[config.mk]
export PLATFORM = sky130hd
export DESIGN_NAME = kvmm_seq
export DESIGN_NICKNAME = d
export VERILOG_FILES = /design/src/sv/kvmm_pkg.sv /design/src/sv/kvmm_seq.sv
export SDC_FILE = /design/constraint.sdc
export NUM_CORES = 1
export LEC_CHECK = 0
export BUFFER_PORTS_ARGS = -buffer_cell sky130_fd_sc_hd__buf_4
export CAP_MARGIN = 20
export CORE_UTILIZATION = 55
export CTS_CLUSTER_DIAMETER = 150
export DETAILED_ROUTE_END_ITERATION = 8
export PLACE_DENSITY_LB_ADDON = 0.08
export SLEW_MARGIN = 25
export SYNTH_ARGS = -nofsm -noshare
export SYNTH_HDL_FRONTEND = slang
export SYNTH_SLANG_ARGS = --single-unit
[constraint.sdc]
create_clock -name clk -period 3.66 [get_ports clk]
set_input_delay 0.732 -clock clk [delete_from_list [all_inputs] [get_ports clk]]
set_output_delay 0.732 -clock clk [all_outputs]
set_load 0.05 [all_outputs]
[src/sv/kvmm_pkg.sv]
`default_nettype none
package kvmm_pkg;

    localparam int DEF_MAX_VECTOR_LENGTH = 256;
    localparam int DEF_MAX_BLOCK_TOKENS  = 128;

    localparam int ELEM_W   = 16;
    localparam int VLEN_W   = 9;
    localparam int TPB_W    = 8;
    localparam int DIMIDX_W = 8;
    localparam int METAROW_W = 7;
    localparam int CFG_IDX_W = 8;
    localparam int CFG_DAT_W = 16;
    // wide enough for any limit up to 1024 plus one
    localparam int CMP_W    = 12;

    localparam logic [CFG_IDX_W-1:0] REG_VECTOR_LENGTH    = 8'd0;
    localparam logic [CFG_IDX_W-1:0] REG_TOKENS_PER_BLOCK = 8'd1;

    localparam logic [VLEN_W-1:0] VLEN_RESET = 9'd128;
    localparam logic [TPB_W-1:0]  TPB_RESET  = 8'd128;

    typedef struct packed {
        logic first;
        logic closing;
        logic last_dim;
        logic req_end;
    } ctl_t;

    // Map a half pattern onto an unsigned order; both zeros share one key.
    function automatic logic [ELEM_W-1:0] half_key(input logic [ELEM_W-1:0] h);
        logic [ELEM_W-1:0] k;
        if (h[ELEM_W-2:0] == '0)
        begin
            k = 16'h8000;
        end
        else if (h[ELEM_W-1])
        begin
            k = ~h;
        end
        else
        begin
            k = h | 16'h8000;
        end
        return k;
    endfunction

endpackage
`default_nettype wire

[src/sv/kvmm_seq.sv]
`default_nettype none
module kvmm_seq
    import kvmm_pkg::*;
#(
    parameter int MAX_VECTOR_LENGTH = DEF_MAX_VECTOR_LENGTH,
    parameter int MAX_BLOCK_TOKENS  = DEF_MAX_BLOCK_TOKENS,
    localparam int DW = (MAX_VECTOR_LENGTH > 1) ? $clog2(MAX_VECTOR_LENGTH) : 1,
    localparam int TW = (MAX_BLOCK_TOKENS > 1) ? $clog2(MAX_BLOCK_TOKENS) : 1
)
(
    input  wire logic              clk,
    input  wire logic              rst_n,
    input  wire logic              advance,
    input  wire logic              request_end,
    input  wire logic [VLEN_W-1:0] vector_length,
    input  wire logic [TPB_W-1:0]  tokens_per_block,
    output logic      [DW-1:0]     dim,
    output logic      [TW-1:0]     block,
    output ctl_t                   ctl
);

    localparam logic [CMP_W-1:0] MAXV = CMP_W'(MAX_VECTOR_LENGTH);
    localparam logic [CMP_W-1:0] MAXB = CMP_W'(MAX_BLOCK_TOKENS);

    logic [DW-1:0] dim_reg, dim_next;
    logic [TW-1:0] tok_reg, tok_next;
    logic [TW-1:0] blk_reg, blk_next;
    logic [CMP_W-1:0] vl_raw, tpb_raw, eff_len, eff_tok;
    logic blk_wrap;

    always_comb
    begin
        vl_raw  = CMP_W'(vector_length);
        tpb_raw = CMP_W'(tokens_per_block);
        eff_len = (vl_raw == '0) ? CMP_W'(1) : ((vl_raw > MAXV) ? MAXV : vl_raw);
        eff_tok = (tpb_raw == '0) ? CMP_W'(1) : ((tpb_raw > MAXB) ? MAXB : tpb_raw);

        ctl.first    = (tok_reg == '0);
        ctl.last_dim = (CMP_W'(dim_reg) + CMP_W'(1)) >= eff_len;
        ctl.closing  = request_end || ((CMP_W'(tok_reg) + CMP_W'(1)) >= eff_tok);
        ctl.req_end  = request_end;
        blk_wrap     = request_end || ((CMP_W'(blk_reg) + CMP_W'(1)) >= eff_tok);

        dim_next = dim_reg;
        tok_next = tok_reg;
        blk_next = blk_reg;
        if (ctl.last_dim)
        begin
            dim_next = '0;
            if (ctl.closing)
            begin
                tok_next = '0;
                blk_next = blk_wrap ? '0 : blk_reg + TW'(1);
            end
            else
            begin
                tok_next = tok_reg + TW'(1);
            end
        end
        else
        begin
            dim_next = dim_reg + DW'(1);
        end
    end

    assign dim   = dim_reg;
    assign block = blk_reg;

    always_ff @(posedge clk or negedge rst_n)
    begin
        if (!rst_n)
        begin
            dim_reg <= '0;
            tok_reg <= '0;
            blk_reg <= '0;
        end
        else if (advance)
        begin
            dim_reg <= dim_next;
            tok_reg <= tok_next;
            blk_reg <= blk_next;
        end
    end

endmodule
`default_nettype wire

==> results of run 1 <==
[area by class of cell]
type / instances / area share (%)
multi-input combinational: 182 / 56.5
sequential: 22 / 23.3
timing repair buffer: 42 / 13.5
tap: 46 / 2.43
inverter: 13 / 2.06
clock inverter: 1 / 1.27
clock buffer: 3 / 0.951
[what timing repair did]
| item | 4_1_cts | 5_1_grt |
|---|---|---|
| pin swaps | 0 | 1 |
| gates resized for setup | 2 | 1 |
| endpoints found under the setup margin | 1 | 1 |
| setup buffers | 1 | 1 |
| hold endpoints to repair | 0 | 0 |
[Yosys cell counts, drive strengths merged, types with 2 or more instances]
cell type / instances / area share (%)
and3: 12 / 3.8
a21oi: 7 / 1.8
xor2: 8 / 3.5
xnor2: 8 / 3.5
nor3: 3 / 0.76
o22ai: 2 / 0.63
ha: 29 / 18
o21a: 2 / 0.76
nand2: 32 / 6.6
nor2: 7 / 1.3
dfrtp: 22 / 28
inv: 12 / 2.3
clkbuf: 3 / 1.1
o21ai: 15 / 3.8
mux2: 2 / 1.3
buf: 2 / 0.95
nor2b: 3 / 0.95
a211oi: 4 / 1.5
nor4: 3 / 0.95
nand2b: 3 / 0.95
or3: 2 / 0.89
o211ai: 7 / 2.7
a22o: 6 / 2.7
nand3: 14 / 3.5
[power groups by stage]
stage	Sequential, W	Combinational, W	Clock (W)
global placement	0.000395	0.000869	0
finish	0.000388	0.000917	0.000194
global route	0.000398	0.000995	0.000207
CTS	0.000386	0.000907	0.000200
floorplan	0.000533	0.000507	0
detailed placement	0.000396	0.000881	0
[cell usage in the layout (no fill, tap or decap), types with 4 or more instances in the layout]
cell type,Yosys,layout
o21ai_0,15,15
xor2_1,8,8
xnor2_1,8,8
o211ai_1,7,7
buf_4,1,41
a211oi_1,4,4
nand2_1,30,30
nand3_1,14,14
and3_1,12,12
ha_1,29,28
dfrtp_1,22,21
inv_1,12,12
a21oi_1,7,7
nor2_1,7,7
a22o_1,6,6
[final timing paths]
path / end / slack (ns)
worst max-delay path: ctl[1] / 0.12
worst min-delay path: block[2] / 0.27
worst max register to register: block[5] / 0.34
worst min register to register: tok_reg[1] / 0.56
max in group asynchronous: dim[0] / 3.12
min in group clk: tok_reg[1] / 0.56
[stage by stage]
| stage | hold slack (ns) | area, um^2 |
|---|---|---|
| 4_1_cts | 0.279 | 2360 |
| 3_3_place_gp | 0.528 | 2290 |
| 6_report | 0.269 | 2370 |
| 2_1_floorplan | 0.436 | 1970 |
| 3_5_place_dp | 0.534 | 2290 |
| 5_1_grt | 0.287 | 2370 |
[logic make-up (layout without fill, tap and decap cells)]
logic type               Yosys count  count (layout)  share of synthesized area, %
AO/OA/AOI/OAI                     50              50                          17.7
adder cells (fa/ha/maj)           29              29                          18.4
flip-flops                        22              22                          27.9
multiplexers                       3               3                          1.84
AND/OR/NAND/NOR                   84              84                          22.6
buffers and inverters             18              59                          4.50
XOR/XNOR                          16              16                          7.10
[routing by layer]
metal / vias to the layer above / part of all wire, % / track usage [%]
li1: 891 / - / -
met1: 814 / 48 / 32.9
met2: 43 / 48 / 41.0
met3: 2 / 3.4 / 2.48
met4: 0 / 0.58 / 4.76
met5: - / 0 / 0
==> results.md, run 1 <==
* Outcome: complete, no violations
* Slew Limit Headroom at a little under three fifths
* # setup viols final at 0
* RSZ-0062 raised after global routing: no
* CP Max Fanout at 5
* Syn_nets at 272
* Std cell rows at 21
* DIE HEIGHT at slightly above 60 um
* Clock power share at about an eighth
* Final period demand of the worst path at ~3.5 ns
* Routed wire length at between 4000 and 5000 um
* DRC errors left at 0
* I/O pins at 40
* CP endpoint kind: output pin
* Routed WL per cell at 14.0 um
* Initial antenna violation count at 0
* Critical path launch point: dim[1]
* Gate Count Post-Synth at ~220
* Final antenna-violating net count at 0
* Worst r2r path cells at 12
* CTS tree: done
* Sw Share at a little under 50%
* Number of vias per cell at ~5.7
* Layout cell share with drive strength beyond 1 at between 20 and 25%
* Power Density at between 600 and 700 nW/um^2
* Worst-skew pair later-pin latency at 0.32 ns
* Post-synthesis cell type count at 44
* Skew final at ~0.008 ns
* Endpoints failing hold at 0
* 1st-pass router iterations at 4
* CP arrival at roughly 2.8 ns
* Mapped cell area at between 1500 and 2000 um^2
* Worst-path clk slew at 0.14 ns
* Initial Utilization at 58.3%
* Slowest stage cell, crit path: dfrtp_1
* Synth Area per Inst at between 8 and 9 um^2
* Total track usage at about a quarter
* Area growth syn-to-layout at 19.9%
* Logic gate share of total power at 61.2%
* Vias in the first global route at between 1500 and 2000
* Synth async-reset ratio at 100%
* Die area at 3830 um^2
* Leak at between 1 and 1.5 nW
* Final net count at between 300 and 400
* Reg-to-reg startpoint: dim[1]
* Clock sink total at 22
* Overflow after GRT at 0
* Crit-path max cell delay at 0.45 ns
* Core area at between 3000 and 4000 um^2
* Post-synth EDFFs at 0
* Synth warn at 0
* P_sw at about 0.00074 W
* Ant diodes at 0
* Seq pwr share at 25.9%
* Buffers on Ports at 39
* Fillcell total at 281
* Worst vdd ir at approximately 480 uV
* Setup TNS at 0 ns
* Routability Congestion at approximately 0.96
* Largest register FFs at 8
* Pwr Total at approximately 0.0015 W
* Via count at 1750
* Worst path buffer plus inverter count at 1
* CP Depth at 9
* DRT iter0 DRCs at roughly 100
* Critical Path RT at approximately 2.9 ns
* Finished Core Util at 69.8%
* Crit-path cells: ha_2, and3_1, and3_1, and3_1, ha_1, nand4_2, or3_4, o311ai_4, buf_6
* CTS Hold Bufs at 0
* Sequential cell area at ~550 um^2
* Seq/Total Area, Yosys at between 20% and 30%
* Htree depth at 1
* Final WS setup at between 0.1 and 0.15 ns
* Largest net degree at the start of global routing at 23
* Max-cap violations at 0
* Worst-Margin Slew at about 0.64 ns
* Crit start category: register
* Int Power at 0.000762 W
* Fin cells at slightly above 300
* Top_reg_cell synth: dfrtp_1
* Hold Path Class: primary input to async pin
* FMAX at ~280 MHz
* First-pass GRT wire length at between 6000 and 7000 um
* Final period util at between 90% and 100%
* CP most frequent cell: and3_1
* Dpl ws at between 0.2 and 0.3 ns
* Placed Cells at about 300
* Hpwl dp at approximately 3400 um
* Deepest clock path buffer count at 2
* Final Max Tran Viols at 0
* Critical Setup Path Class: register to output pin
* Area of the multi-input gates at approximately 1300 um^2
* Root buffer cell: clkbuf_4
* Crit-path leading delay family: simple AND/OR/NAND/NOR gates
* Die X at 61.9 um
* #FFs+latches synth at 22
* Total CTS buffers at 3
Note: power is estimated with default switching activity, not from simulation.
==> inputs of run 2 (changes only) <==
Settings changed: CORE_MARGIN from default to 5.
==> run 2 against run 1 <==
  * Worst hold slack better by 0.010 ns
  * Routed wire length is 3.7% higher
  * Critical path depth stayed put
  * Clock skew is 0.0054 ns lower
  * Global-route usage is 4.5 points lower
  * Via count is 1.0% higher
  * Register-to-register slack hardly changed
  * Cell area is 0.58% higher
  * Worst setup slack better by 0.00073 ns
  * Sequential share of layout area is 0.13 points lower
  * Non-clock buffer count is 3 higher
  * Die area is 28% higher
==> results.md, run 2 (synthesized netlist as in run 1, its figures left out) <==
* Outcome: complete, no violations
* Met3 wire len at 196 um (+32%)
* Final Max Tran Viols at 0 (unchanged)
* Critical Path RT at 2.93 ns (about the same)
* Pwr Total at 0.00147 W (-2.2%)
* Die area at 4890 um^2 (+28%)
* First-pass GRT wire length at 8050 um (+19%)
* Max-cap violations at 0 (unchanged)
* Htree depth at 1 (unchanged)
* CTS tree: done
* Core area at 3420 um^2 (+0.78%)
* Buffers on Ports at 39 (unchanged)
* Total track usage at 19.5% (-4.5 points)
* Worst-skew pair later-pin latency at 0.31 ns (about the same)
* End of the critical path: ctl[1]
* Routed WL per cell at 14.4 um (+2.7%)
* Die X at 69.9 um (+13%)
* Std cell rows at 21 (unchanged)
* Routed wl met2 at 2170 um (+4.5%)
* Vias in the first global route at 1733 (+14%)
* Deepest clock path buffer count at 2 (unchanged)
* Leak at 1.22 nW (+0.89%)
* Final antenna-violating net count at 0 (unchanged)
* Initial Utilization at 57.8% (-0.45 points)
* DRT iter0 DRCs at 89 (-13%)
* Most frequent cells in the layout: buf_4, nand2_1, ha_1, dfrtp_1, o21ai_0
* Area growth syn-to-layout at 20.6%
* Final net count at 317 (+0.96%)
* CP Max Fanout at 6 (+1)
* CP arrival at 2.81 ns (about the same)
* Commonest non-fill, non-tap cell in the layout: buf_4
* Worst r2r path cells at 12 (unchanged)
* Overflow after GRT at 0 (unchanged)
* Worst-Margin Slew at 0.403 ns (-0.238 ns)
* Crit start category: register
* Power Density at 615 nW/um^2 (-2.8%)
* Critical Setup Path Class: register to output pin
* FF-to-FF End: block[5]
* Clock sink total at 22 (unchanged)
* Initial antenna violation count at 0 (unchanged)
* Final period demand of the worst path at 3.54 ns (-0.000727 ns)
* Number of vias per cell at 5.67 (about the same)
* Layout cell share with drive strength beyond 1 at 23.3% (+1.3 points)
* RSZ-0062 raised after global routing: yes
* Largest register FFs at 8 (unchanged)
* DIE HEIGHT at 69.9 um (+13%)
* Total CTS buffers at 3 (unchanged)
* Final WS setup at 0.116 ns (+0.000727 ns)
* Placed Instance Area at 2290 um^2 (unchanged)
* Critical path launch point: dim[1]
* Slew Limit Headroom at 73.0% (+16 points)
* I/O pins at 40 (unchanged)
* Design Area, Final at 2380 um^2 (+0.58%)
* Reg-to-reg startpoint: dim[1]
* Largest net degree at the start of global routing at 23 (unchanged)
* Max layer used: met4
* 1st-pass router iterations at 4 (unchanged)
* Hold Path Class: primary input to async pin
* Minimum setup slack among reg-to-reg paths at 0.35 ns (about the same)
* Via count at 1768 (+1.0%)
* Endpoints failing hold at 0 (unchanged)
* Routed wire length at 4500 um (+3.7%)
* Root buffer cell: clkbuf_4
* Dpl ws at 0.268 ns (+0.0125 ns)
* DRC errors left at 0 (unchanged)
* Final period util at 96.8% (about the same)
* Fillcell total at 290 (+3.2%)
* Worst vdd ir at 465 uV (-2.2%)
* # setup viols final at 0 (unchanged)
* Skew final at 0.00262 ns (-0.00536 ns)
* CP endpoint kind: output pin
* Hpwl dp at 3580 um (+5.2%)
* Routed met1 length at 2110 um (+0.81%)
* FMAX at 282 MHz (about the same)
* Ant diodes at 0 (unchanged)
* Worst-path clk slew at 0.13 ns (about the same)
* Routability Congestion at 0.888 (-7.3%)
## run 2: changes by cell type in the layout (fill, tap and decap cells not counted), sizes merged
cell    previous run  this run
buf               42        45
bufinv             1         0
clkbuf             3         4
## run 2: power by group
group	switching (W)	leakage [nW]	internal, W
Sequential	0.0000838	0.296	0.000303
Combinational	0.000574	0.905	0.000366
Clock	0.0000785	0.0210	0.0000607
Total	0.000736	1.22	0.000729
## run 2: area by class of cell
cell class / count / area (um^2) / area share, %
Inverter: 13 / 48.8 / 2.05
Multi-Input combinational cell: 182 / 1350 / 56.5
Tap cell: 46 / 57.6 / 2.42
Clock buffer: 4 / 36.3 / 1.52
Sequential cell: 22 / 552 / 23.2
Timing Repair Buffer: 45 / 342 / 14.3
## run 2: worst min path at each step
stage                from          to  slack, ns
6_report            rst_n    block[1]       0.28
2_1_floorplan       rst_n    block[0]       0.44
3_5_place_dp   tok_reg[1]  tok_reg[1]       0.53
5_1_grt             rst_n    block[3]       0.27
3_3_place_gp   tok_reg[4]  tok_reg[4]       0.54
4_1_cts             rst_n    block[1]       0.29
## run 2: what timing repair did
| action | CTS | global route |
|---|---|---|
| gates resized for setup | 2 | 2 |
| pin swaps | 0 | 1 |
| endpoints found under the setup margin | 1 | 2 |
| hold buffers | 0 | 0 |
| setup buffers | 1 | 4 |
## run 2: metrics by stage
step | hold slack, ns | instances | TNS (ns) | util (%)
6_report | 0.279 | 312 | 0 | 69.7
3_5_place_dp | 0.533 | 303 | 0 | 67.1
4_1_cts | 0.288 | 308 | 0 | 68.5
5_1_grt | 0.273 | 312 | -0.0165 | 69.7
3_3_place_gp | 0.538 | 303 | 0 | 67.1
2_1_floorplan | 0.436 | 222 | 0 | -
## run 2: worst max-delay path: stages (launching register included)
cell and delay, ns:
dfrtp_1 0.44, ha_1 0.24, and3_1 0.22, and3_4 0.20
and3_1 0.18, ha_1 0.32, nand4_2 0.15, or3_4 0.42
o311ai_4 0.12, buf_6 0.22
## run 2: layer usage
| layer | global-route usage [%] | up-vias |
|---|---|---|
| met5 | 0 | - |
| met4 | 3.40 | 0 |
| met3 | 3.73 | 4 |
| met2 | 33.5 | 36 |
| met1 | 25.6 | 826 |
| li1 | - | 902 |
